**src/rtl/sfcr_pkg.sv**
```systemverilog
package sfcr_pkg;

   // Frame layout: start, start, version, type, sequence, parameter,
   // four value bytes (little-endian), CRC.
   localparam int FRAME_LEN = 11;
   localparam int POS_WIDTH = $clog2(FRAME_LEN);

   localparam logic [POS_WIDTH-1:0] POS_HUNT     = POS_WIDTH'(0);
   localparam logic [POS_WIDTH-1:0] POS_SECOND   = POS_WIDTH'(1);
   localparam logic [POS_WIDTH-1:0] POS_VERSION  = POS_WIDTH'(2);
   localparam logic [POS_WIDTH-1:0] POS_CRC      = POS_WIDTH'(FRAME_LEN - 1);

   localparam int IDX_TYPE     = 3;
   localparam int IDX_SEQUENCE = 4;
   localparam int IDX_PARAM    = 5;
   localparam int IDX_VALUE    = 6;

   localparam logic [7:0] CRC_POLY = 8'h07;

   localparam logic [1:0] VERDICT_GOOD    = 2'd0;
   localparam logic [1:0] VERDICT_VERSION = 2'd1;
   localparam logic [1:0] VERDICT_CRC     = 2'd2;

   localparam logic REQ_TYPE_BYTE = 1'b0;
   localparam logic REQ_TYPE_TICK = 1'b1;

   localparam int CSR_INDEX_WIDTH = 2;
   localparam int CSR_DATA_WIDTH  = 16;

   localparam logic [CSR_INDEX_WIDTH-1:0] CSR_SOF_FIRST    = 2'd0;
   localparam logic [CSR_INDEX_WIDTH-1:0] CSR_SOF_SECOND   = 2'd1;
   localparam logic [CSR_INDEX_WIDTH-1:0] CSR_VERSION      = 2'd2;
   localparam logic [CSR_INDEX_WIDTH-1:0] CSR_LINK_TIMEOUT = 2'd3;

   localparam logic [7:0]  RESET_SOF_FIRST    = 8'hA5;
   localparam logic [7:0]  RESET_SOF_SECOND   = 8'h5A;
   localparam logic [7:0]  RESET_VERSION      = 8'h01;
   localparam logic [15:0] RESET_LINK_TIMEOUT = 16'd1000;

   localparam logic [15:0] IDLE_AGE_MAX = 16'hFFFF;

   typedef struct packed {
      logic       req_type;
      logic [7:0] rx_byte;
   } req_payload_type;

   typedef struct packed {
      logic [1:0]         verdict;
      logic [7:0]         frame_type;
      logic [7:0]         sequence_number;
      logic [7:0]         param_id;
      logic signed [31:0] param_value;
      logic               link_up;
      logic [31:0]        good_frames;
      logic [31:0]        crc_errors;
      logic [31:0]        version_errors;
   } rsp_payload_type;

   // One byte of CRC-8, MSB first, no reflection.
   function automatic logic [7:0] crc8_byte(input logic [7:0] acc, input logic [7:0] data);
      logic [7:0] c;
      c = acc ^ data;
      for (int k = 0; k < 8; k++) begin
         if (c[7]) begin
            c = {c[6:0], 1'b0} ^ CRC_POLY;
         end else begin
            c = {c[6:0], 1'b0};
         end
      end
      return c;
   endfunction

endpackage

```
**src/rtl/sof_framed_crc8_receiver_core.sv**
```systemverilog
// Channel   Direction  Handshake                Payload
// req       in         req_valid / req_stall    req_payload_type (byte or tick)
// rsp       out        rsp_valid / rsp_stall    rsp_payload_type (frame verdict)
// csr       in         csr_write_enable         csr_index, csr_wdata
//
// One beat is taken every cycle while req_stall is low. A beat passes an input
// register and, when it closes a frame, then lands in the result register.
// The rate is set by the single processing step between those two registers.
// Reset is synchronous and active high; it clears the hunt position, CRC,
// link state and counters and restores the register defaults.
// req_stall rises only while the input register holds a beat and a finished
// result is still waiting on a stalled rsp channel.
module sof_framed_crc8_receiver_core
   import sfcr_pkg::*;
(
   input  logic                       clock,
   input  logic                       reset,

   input  logic                       req_valid,
   output logic                       req_stall,
   input  req_payload_type            req_payload,

   output logic                       rsp_valid,
   input  logic                       rsp_stall,
   output rsp_payload_type            rsp_payload,

   input  logic                       csr_write_enable,
   input  logic [CSR_INDEX_WIDTH-1:0] csr_index,
   input  logic [CSR_DATA_WIDTH-1:0]  csr_wdata
);

   // Configuration registers.
   logic [7:0]  sof_first_ff;
   logic [7:0]  sof_second_ff;
   logic [7:0]  version_ff;
   logic [15:0] timeout_ff;

   // Input register.
   logic            s1_valid_ff, s1_valid_in;
   req_payload_type s1_payload_ff;

   // Receiver state.
   logic [POS_WIDTH-1:0] pos_ff, pos_in;
   logic [7:0]           crc_ff, crc_in;
   logic                 link_ff, link_in;
   logic                 seen_ff, seen_in;
   logic [15:0]          idle_ff, idle_in;
   logic [31:0]          good_ff, good_in;
   logic [31:0]          crc_err_ff, crc_err_in;
   logic [31:0]          ver_err_ff, ver_err_in;

   // Frame bytes, written at the store position, read at fixed places.
   logic [7:0] frame_ff [FRAME_LEN];

   // Result register.
   logic            rsp_valid_ff, rsp_valid_in;
   rsp_payload_type rsp_payload_ff, rsp_payload_in;

   logic                 advance;
   logic                 frame_done;
   logic                 store_en;
   logic [POS_WIDTH-1:0] store_pos;
   logic [7:0]           b;

   // The processing step runs whenever the input register holds a beat and the result
   // register can take a result, whether or not this beat produces one.
   assign advance   = s1_valid_ff && (!rsp_valid_ff || !rsp_stall);
   assign req_stall = s1_valid_ff && !advance;
   assign b         = s1_payload_ff.rx_byte;

   assign s1_valid_in  = req_stall ? s1_valid_ff : req_valid;
   assign rsp_valid_in = (advance && frame_done) || (rsp_valid_ff && rsp_stall);

   always_comb begin
      pos_in     = pos_ff;
      crc_in     = crc_ff;
      link_in    = link_ff;
      seen_in    = seen_ff;
      idle_in    = idle_ff;
      good_in    = good_ff;
      crc_err_in = crc_err_ff;
      ver_err_in = ver_err_ff;
      store_en   = 1'b0;
      store_pos  = pos_ff;
      frame_done = 1'b0;

      rsp_payload_in.verdict         = VERDICT_GOOD;
      rsp_payload_in.frame_type      = frame_ff[IDX_TYPE];
      rsp_payload_in.sequence_number = frame_ff[IDX_SEQUENCE];
      rsp_payload_in.param_id        = frame_ff[IDX_PARAM];
      rsp_payload_in.param_value     = {frame_ff[IDX_VALUE+3], frame_ff[IDX_VALUE+2],
                                        frame_ff[IDX_VALUE+1], frame_ff[IDX_VALUE]};
      rsp_payload_in.link_up         = link_ff;
      rsp_payload_in.good_frames     = good_ff;
      rsp_payload_in.crc_errors      = crc_err_ff;
      rsp_payload_in.version_errors  = ver_err_ff;

      if (advance) begin
         if (s1_payload_ff.req_type == REQ_TYPE_TICK) begin
            // The link drops on the tick that takes the idle time past the timeout.
            if (seen_ff && (idle_ff >= timeout_ff)) begin
               link_in = 1'b0;
            end else if (idle_ff != IDLE_AGE_MAX) begin
               idle_in = idle_ff + 16'd1;
            end
         end else if (pos_ff == POS_HUNT) begin
            if (b == sof_first_ff) begin
               store_en = 1'b1;
               pos_in   = POS_SECOND;
            end
         end else if (pos_ff == POS_SECOND) begin
            if (b == sof_second_ff) begin
               store_en = 1'b1;
               pos_in   = POS_VERSION;
            end else if (b == sof_first_ff) begin
               // A repeated first start byte keeps the hunt at the second byte.
               store_en  = 1'b1;
               store_pos = POS_HUNT;
            end else begin
               pos_in = POS_HUNT;
            end
         end else if (pos_ff == POS_CRC) begin
            pos_in     = POS_HUNT;
            frame_done = 1'b1;
            if (frame_ff[POS_VERSION] != version_ff) begin
               ver_err_in                     = ver_err_ff + 32'd1;
               rsp_payload_in.verdict         = VERDICT_VERSION;
            end else if (crc_ff != b) begin
               crc_err_in                     = crc_err_ff + 32'd1;
               rsp_payload_in.verdict         = VERDICT_CRC;
            end else begin
               good_in = good_ff + 32'd1;
               link_in = 1'b1;
               seen_in = 1'b1;
               idle_in = 16'd0;
               rsp_payload_in.verdict         = VERDICT_GOOD;
            end
            rsp_payload_in.link_up        = link_in;
            rsp_payload_in.good_frames    = good_in;
            rsp_payload_in.crc_errors     = crc_err_in;
            rsp_payload_in.version_errors = ver_err_in;
         end else begin
            // Version up to the last value byte: store and fold into the CRC.
            store_en = 1'b1;
            pos_in   = pos_ff + POS_WIDTH'(1);
            if (pos_ff == POS_VERSION) begin
               crc_in = crc8_byte(8'h00, b);
            end else begin
               crc_in = crc8_byte(crc_ff, b);
            end
         end
      end
   end

   always_ff @(posedge clock) begin
      if (reset) begin
         sof_first_ff  <= RESET_SOF_FIRST;
         sof_second_ff <= RESET_SOF_SECOND;
         version_ff    <= RESET_VERSION;
         timeout_ff    <= RESET_LINK_TIMEOUT;
      end else if (csr_write_enable) begin
         unique case (csr_index)
            CSR_SOF_FIRST:    sof_first_ff  <= csr_wdata[7:0];
            CSR_SOF_SECOND:   sof_second_ff <= csr_wdata[7:0];
            CSR_VERSION:      version_ff    <= csr_wdata[7:0];
            CSR_LINK_TIMEOUT: timeout_ff    <= csr_wdata;
         endcase
      end
   end

   always_ff @(posedge clock) begin
      if (reset) begin
         s1_valid_ff  <= 1'b0;
         rsp_valid_ff <= 1'b0;
         pos_ff       <= POS_HUNT;
         crc_ff       <= 8'h00;
         link_ff      <= 1'b0;
         seen_ff      <= 1'b0;
         idle_ff      <= 16'd0;
         good_ff      <= 32'd0;
         crc_err_ff   <= 32'd0;
         ver_err_ff   <= 32'd0;
      end else begin
         s1_valid_ff  <= s1_valid_in;
         rsp_valid_ff <= rsp_valid_in;
         pos_ff       <= pos_in;
         crc_ff       <= crc_in;
         link_ff      <= link_in;
         seen_ff      <= seen_in;
         idle_ff      <= idle_in;
         good_ff      <= good_in;
         crc_err_ff   <= crc_err_in;
         ver_err_ff   <= ver_err_in;
      end
   end

   // Payload registers carry no reset.
   always_ff @(posedge clock) begin
      if (!req_stall) begin
         s1_payload_ff <= req_payload;
      end
      if (store_en) begin
         frame_ff[store_pos] <= b;
      end
      if (advance && frame_done) begin
         rsp_payload_ff <= rsp_payload_in;
      end
   end

   assign rsp_valid   = rsp_valid_ff;
   assign rsp_payload = rsp_payload_ff;

endmodule
```
**config.mk**
```make
export PLATFORM = sky130hd
export DESIGN_NAME = sof_framed_crc8_receiver_core
export DESIGN_NICKNAME = d
export VERILOG_FILES = /design/src/rtl/sfcr_pkg.sv /design/src/rtl/sof_framed_crc8_receiver_core.sv
export SDC_FILE = /design/constraint.sdc
export NUM_CORES = 1
export LEC_CHECK = 0
export BUFFER_PORTS_ARGS = -buffer_cell sky130_fd_sc_hd__buf_2
export CAP_MARGIN = 20
export CORE_MARGIN = 8
export CORE_UTILIZATION = 60
export CTS_BUF_LIST = sky130_fd_sc_hd__clkbuf_2 sky130_fd_sc_hd__clkbuf_4 sky130_fd_sc_hd__clkbuf_8
export DETAILED_ROUTE_END_ITERATION = 8
export MAX_ROUTING_LAYER = met4
export PLACE_DENSITY = 0.86
export SYNTH_ARGS = -nofsm -noshare
export SYNTH_HDL_FRONTEND = slang
export SYNTH_SLANG_ARGS = --single-unit
```
**constraint.sdc**
```tcl
create_clock -name clock -period 9 [get_ports clock]
set_input_delay 0.9 -clock clock [delete_from_list [all_inputs] [get_ports clock]]
set_output_delay 0.9 -clock clock [all_outputs]
set_load 0.05 [all_outputs]
```
==> results of run 1 <==
critical path: cells and delay by family (launching register included):
family,cells,cell delay [ps]
and+or+nand+nor,6,2120
DFF,1,550
xor gates and xnor gates,1,240
buffers and inverters,1,520
how the worst max path moves through the flow:
stage                endpoint  depth (start not counted)  startpoint  slack [ps]
6_report          good_ff[24]                          8   pos_ff[1]        5500
5_1_grt            good_ff[9]                          8   pos_ff[0]        5310
4_1_cts           good_ff[24]                          8   pos_ff[1]        5510
3_5_place_dp      good_ff[22]                          9   rsp_stall        5090
3_3_place_gp      good_ff[24]                          9   rsp_stall        5240
2_1_floorplan  ver_err_ff[31]                          8   rsp_stall        4190
through the flow:
| step | cell area, sq um | hold WS, ps | utilization [%] | setup WS (ps) | power [uW] |
|---|---|---|---|---|---|
| 2_1_floorplan | 15500 | 400 | - | 4190 | 2010 |
| 3_3_place_gp | 16800 | 401 | 65.1 | 5240 | 2040 |
| 3_5_place_dp | 16800 | 405 | 65.1 | 5090 | 2040 |
| 4_1_cts | 18000 | 411 | 70.0 | 5510 | 3520 |
| 5_1_grt | 18100 | 403 | 70.1 | 5310 | 3610 |
| 6_report | 18100 | 414 | 70.1 | 5500 | 3490 |
area by class of cell:
cell class              instances  area, sq um  area share [%]
multi-input cells             775         5020            27.8
repair buffers                193          998            5.53
clock buffers                  93         1130            6.26
flip-flops and latches        396        10200            56.6
clock inverters                18          120           0.665
well taps                     335          419            2.32
inverters                      40          155           0.859
sequential cells by signal, indices dropped and copies added, names as in the netlist, 16 cells and up:
signal       count
good_ff         32
rsp_payload    155
frame_ff        64
crc_err_ff      32
timeout_ff      16
idle_ff         16
ver_err_ff      32
layout by cell type (no fill, tap or decap), drive strengths merged, types with 4 or more instances in the layout:
master,n
a211oi,4
a21oi,44
a22oi,5
and2,100
and3,20
and4,18
buf,193
clkbuf,93
clkinv,15
dfxtp,168
edfxtp,228
ha,23
inv,41
mux2i,14
nand2,128
nand3,53
nand4,27
nor2,65
nor2b,4
nor3,15
nor4,14
o211ai,11
o21ai,18
o22ai,5
or3,11
or4,7
xnor2,97
xor2,56
routing by layer:
metal  routed length, um  track usage (%)
met5                   0                -
met4                1100             8.48
met3                1920             3.61
met2               16200             34.6
met1               13800             25.6
power by group through the flow:
stage	logic (uW)	clock network [uW]	registers, uW
after floorplan	59.0	0	1950
final	75.6	1490	1930
after CTS	75.7	1510	1930
after global routing	84.2	1600	1930
after global placement	72.4	0	1960
after detailed placement	75.1	0	1960
kinds of logic after synthesis:
kind of cell | after synthesis | synth area share [%]
DFF | 396 | 65.7
AOI/OAI and AO/OA | 107 | 4.22
muxes | 15 | 0.975
xor gates and xnor gates | 153 | 8.68
buffers and inverters | 86 | 2.16
adders and majority gates | 23 | 1.85
and+or+nand+nor | 477 | 16.4
==> metrics.md, run 1 <==
| Metric | Value |
|---|---|
| Critical Path Start Type | `flip-flop` |
| First-pass GRT wire length | `51.7 mm` |
| Slowest cell on the critical path | `or4_1` |
| Unrepaired setup endpoints after global routing | `no` |
| Run status | `complete, no violations` |
| Die width | `177 um` |
| DR pass1 iterations | `5` |
| Cells after DPL | `1738` |
| Hold Path End | `rsp_payload[148]` |
| Post-synth cell types | `56` |
| Overflow after GRT | `0` |
| CP peak stage delay | `830 ps` |
| Most frequent cell on the critical path | `nand3_2` |
| Core area | `25800 sq um` |
| Top cells by area, synth | `edfxtp_1, dfxtp_1, xnor2_1, and2_1, xor2_1` |
| Logic pwr share | `2.2%` |
| Area leader, netlist | `edfxtp_1` |
| Max Slew Vio Count | `0` |
| R2R depth | `8` |
| Tmin final | `3500 ps` |
| Pwr dens | `193 nW/um^2` |
| Critical path capture point type | `flip-flop` |
| Area grow syn2layout | `16.2%` |
| Syn Nets | `1312` |
| Setup_tns | `0 ps` |
| Asr flop ratio synth | `0%` |
| Worst R2R Setup Slack | `5500 ps` |
| Die height | `177 um` |
| Worst-Margin Slew | `1030 ps` |
| Post-route DRC | `0` |
| Clock Latency Late Sink | `610 ps` |
| Cts bufs inserted | `60` |
| Lkg Pwr | `0.00650 uW` |
| Final cycle utilization of the critical path | `38.9%` |
| Yosys warnings | `0` |
| Largest net degree at the start of global routing | `96` |
| Nets | `1521` |
| Initial detailed-routing violation count | `836` |
| Post-detail-place hpwl | `22.3 mm` |
| Final setup fails | `0` |
| Final Skew | `34.6 ps` |
| Initial antenna violation count | `0` |
| Ys flop type | `edfxtp_1` |
| Clock Path Buffers | `3` |
| Vias per cell | `5.56` |
| Critical path data arrival time | `4040 ps` |
| CTS tree | `done` |
| Placer congestion estimate | `0.899` |
| Vias | `10285` |
| Syn Inst Count | `1257` |
| #FFs+latches synth | `396` |
| Synthesized area per cell | `12.4 sq um` |
| Top cell type's share of synthesized area | `44.1%` |
| WS Path Type | `reg2reg` |
| Commonest cells in the netlist | `edfxtp_1, dfxtp_1, nand2_1` |
| R2R Path End | `good_ff[24]` |
| Worst Path Max Fanout | `69` |
| Worst-path cell chain | `and4bb_2 -> nand3_2 -> inv_6 -> nand3_2 -> or4_1 -> nor4_1 -> xor2_1 -> and2_1` |
| H-tree Lvls | `2` |
| Row cnt | `59` |
| Final hold vios | `0` |
| Number of global-route vias before repair | `10242` |
| Seq pwr share | `55.2%` |
| Sw Ratio | `20.7%` |
| FMAX | `286 MHz` |
| Int Power | `2770 uW` |
| Initial core utilization | `60.3%` |
| Post-CTS sizing | `0` |
| Maximum VDD drop | `0.136 mV` |
| WL final | `33.0 mm` |
| Max_cap viols | `0` |
| GRT Total Usage | `21.1%` |
| Mapped cell area | `15500 sq um` |
| Final cell count without fillers | `1850` |
| Root Driver | `clkbuf_8` |
| EDFF count, synth | `228` |
| I/O pins | `189` |
| Final antenna-violating net count | `0` |
| FF-to-FF Start | `pos_ff[1]` |
| Seq/Total Area, Yosys | `65.7%` |
| Rel. slew slack | `30.7%` |
| Hold Buf Count CTS | `0` |
| WL per Instance | `17.9 um` |
| Share of layout cells above drive strength 1 | `21.1%` |
| Diode count | `0` |
| CTS sink cnt | `396` |
| Clk slew on worst S/H paths | `70 ps` |
| Clock share of power | `42.6%` |
| Hold Crit Class | `reg2reg` |
| Most common cell in the netlist | `edfxtp_1` |
| Net Switching | `722 uW` |
| Total die area | `31300 sq um` |
| Hold Path Depth | `0` |
| Fill cell count | `1710` |
| WP data required | `9540 ps` |
| # Post-CTS Setup Buffers | `0` |
| I/O Buffers | `188` |
| HP Start | `frame_ff[3][3]` |
Note: power is estimated with default switching activity, not from simulation.
==> run 2, diff against run 1 <==
--- a/config.mk
+++ b/config.mk
@@ -8,11 +8,11 @@
 export BUFFER_PORTS_ARGS = -buffer_cell sky130_fd_sc_hd__buf_2
 export CAP_MARGIN = 20
 export CORE_MARGIN = 8
-export CORE_UTILIZATION = 60
+export CORE_UTILIZATION = 54
 export CTS_BUF_LIST = sky130_fd_sc_hd__clkbuf_2 sky130_fd_sc_hd__clkbuf_4 sky130_fd_sc_hd__clkbuf_8
 export DETAILED_ROUTE_END_ITERATION = 8
 export MAX_ROUTING_LAYER = met4
-export PLACE_DENSITY = 0.86
+export PLACE_DENSITY = 0.82
 export SYNTH_ARGS = -nofsm -noshare
 export SYNTH_HDL_FRONTEND = slang
 export SYNTH_SLANG_ARGS = --single-unit
==> constraint.sdc (replaced) <==
create_clock -name clock -period 3 [get_ports clock]
set_input_delay 0.3 -clock clock [delete_from_list [all_inputs] [get_ports clock]]
set_output_delay 0.3 -clock clock [all_outputs]
set_load 0.05 [all_outputs]
==> run 2 against run 1 <==
  * First-iteration DRC count is 6.9% lower
  * Final area is 3.5% higher
  * Setup slack worse by 5300 ps
  * Critical path type unchanged
  * Highest routed layer unchanged
  * Global-route usage is 1.1 points lower
  * Fmax is 24% higher
==> metrics.md, run 2 (synthesis gave the netlist of run 1 again) <==
| Metric | Value |
|---|---|
| Vias | `10440 (was 10285)` |
| Critical path data arrival time | `3320 ps (was 4040 ps)` |
| Final hold vios | `0 (unchanged)` |
| Critical Path Start Type | `flip-flop (unchanged)` |
| Worst setup margin | `178 ps (was 5500 ps)` |
| Diode count | `0 (unchanged)` |
| FMAX | `354 MHz (was 286 MHz)` |
| Final cycle utilization of the critical path | `94.1% (was 38.9%)` |
| WL per Instance | `17.4 um (was 17.9 um)` |
| CP peak stage delay | `700 ps (was 830 ps)` |
| I/O pins | `189 (unchanged)` |
| Initial antenna violation count | `0 (unchanged)` |
| Hold Crit Class | `in2reg (was reg2reg)` |
| Nets | `1572 (was 1521)` |
| Worst-Margin Slew | `1070 ps (was 1030 ps)` |
| Rel. slew slack | `28.4% (was 30.7%)` |
| Most frequent cell on the critical path | `nand3_2 (unchanged)` |
| WP data required | `3490 ps (was 9540 ps)` |
| Run status | `complete, no violations (unchanged)` |
| Clk slew on worst S/H paths | `70 ps (about the same)` |
| WS Path Type | `reg2reg (unchanged)` |
| Die width | `186 um (was 177 um)` |
| Cts bufs inserted | `60 (unchanged)` |
| Placer congestion estimate | `0.866 (was 0.899)` |
| Total die area | `34400 sq um (was 31300 sq um)` |
| First-pass GRT wire length | `53.5 mm (was 51.7 mm)` |
| Die height | `186 um (was 177 um)` |
| Post-detail-place hpwl | `22.8 mm (was 22.3 mm)` |
| Slowest cell on the critical path | `or4_1 (unchanged)` |
| Unrepaired setup endpoints after global routing | `no (unchanged)` |
| Row cnt | `62 (was 59)` |
| Initial core utilization | `54.4% (was 60.3%)` |
| Post-Place Worst Slack | `184 ps (was 5090 ps)` |
| Overflow after GRT | `0 (unchanged)` |
| Post-route DRC | `0 (unchanged)` |
| Max_cap viols | `0 (unchanged)` |
| I/O Buffers | `188 (unchanged)` |
| Share of layout cells above drive strength 1 | `22.4% (was 21.1%)` |
| WHS | `68.5 ps (was 414 ps)` |
| Core area | `28500 sq um (was 25800 sq um)` |
| Lkg Pwr | `0.00678 uW (was 0.00650 uW)` |
| Worst Path Max Fanout | `8 (was 69)` |
| Tmin final | `2820 ps (was 3500 ps)` |
| Root Driver | `clkbuf_8 (unchanged)` |
| Final Skew | `35.3 ps (was 34.6 ps)` |
| Commonest non-fill, non-tap cells in the layout | `edfxtp_1, buf_2, dfxtp_1 (unchanged)` |
| CP Buf/Inv Count | `1 (unchanged)` |
| Top delay family on crit path | `simple AND/OR/NAND/NOR gates (unchanged)` |
| Critical path capture point type | `flip-flop (unchanged)` |
| Number of global-route vias before repair | `10359 (was 10242)` |
| Pwr dens | `586 nW/um^2 (was 193 nW/um^2)` |
| Clock Latency Late Sink | `600 ps (was 610 ps)` |
| Number of flip-flops in the largest register | `155 (unchanged)` |
| Setup_tns | `0 ps (unchanged)` |
| Final setup fails | `0 (unchanged)` |
| Clock Path Buffers | `3 (unchanged)` |
| Vias per cell | `5.35 (was 5.56)` |
| WL final | `33.9 mm (was 33.0 mm)` |
| Fill cell count | `2098 (was 1710)` |
| Maximum VDD drop | `0.384 mV (was 0.136 mV)` |
| DR pass1 iterations | `7 (was 5)` |
| CTS tree | `done (unchanged)` |
| Worst-path cell chain | `and4bb_2 -> nand3_2 -> inv_16 -> nand3_2 -> or4_1 -> or3_4 -> xnor2_2 -> and2_1 (was and4bb_2 -> nand3_2 -> inv_6 -> nand3_2 -> or4_1 -> nor4_1 -> xor2_1 -> and2_1)` |
| Cells after DPL | `1813 (was 1738)` |
| Initial detailed-routing violation count | `778 (was 836)` |
| H-tree Lvls | `2 (unchanged)` |
| Largest net degree at the start of global routing | `100 (was 96)` |
| Max Slew Vio Count | `0 (unchanged)` |
| GRT Total Usage | `20.0% (was 21.1%)` |
| CTS sink cnt | `396 (unchanged)` |
| Final cell count without fillers | `1952 (was 1850)` |
| Final antenna-violating net count | `0 (unchanged)` |
| Area grow syn2layout | `20.3% (was 16.2%)` |
| Most common library cell in the layout ignoring fill and taps | `edfxtp_1 (unchanged)` |
## run 2: cell count changes in the layout (fill, tap and decap cells not counted), moves of 2 or more
cell | previous run | this run
dlygate4sd3_1 | 0 | 26
buf_4 | 4 | 29
clkinv_2 | 4 | 12
clkbuf_4 | 24 | 17
bufinv_16 | 1 | 7
clkbuf_8 | 69 | 64
clkinv_1 | 10 | 6
clkinvlp_4 | 1 | 4
inv_6 | 2 | 0
## run 2: report_power, final
part | switching, uW | leakage (uW) | internal [uW]
logic | 176 | 0.00284 | 127
registers | 23.4 | 0.00323 | 5730
clock network | 2070 | 0.000712 | 2820
## run 2: per-stage QoR
stage          utilization, %  instance area [sq um]  power (uW)
2_1_floorplan               -                  15600        6040
3_3_place_gp             59.7                  17000        6120
3_5_place_dp             59.7                  17000        6140
4_1_cts                  65.4                  18700       11000
5_1_grt                  65.4                  18700       11300
6_report                 65.4                  18700       10900
## run 2: cell type report
cell class                      count  area (sq um)  area share, %
Clock buffer                       81          1010           5.40
Sequential cell                   396         10200           54.6
Clock inverter                     32           359           1.92
Tap cell                          384           480           2.57
Multi-Input combinational cell    775          5020           26.9
Inverter                           40           166          0.891
Timing Repair Buffer              244          1440           7.70
## run 2: worst min-delay path, stage by stage
cell,delay [ps]
buf_2,100
inv_2,140
nand2_1,90
## run 2: path summary, 6_finish.rpt
kind | from | to | slack, ps | cells after the start
worst max-delay path | pos_ff[3] | good_ff[13] | 180 | 8
worst min-delay path | reset | sof_first_ff[7] | 70 | 3
worst max register to register | pos_ff[3] | good_ff[13] | 180 | 8
worst min register to register | frame_ff[9][6] | rsp_payload[127] | 420 | 0
## run 2: per-layer routing
metal | wire (um) | part of all wire (%) | vias up | global-route usage [%]
met4 | 979 | 2.9 | 0 | 6.95
met5 | 0 | 0 | - | -
met1 | 14000 | 41 | 5041 | 24.3
li1 | - | - | 4963 | -
met3 | 2200 | 6.5 | 74 | 3.26
met2 | 16800 | 49 | 362 | 33.7
## run 2: what timing repair did
item,CTS,global route
gates resized for setup,0,3
buffers inserted,0,0
endpoints found under the hold margin,46,0
setup endpoints to repair,0,14
hold buffers,26,0
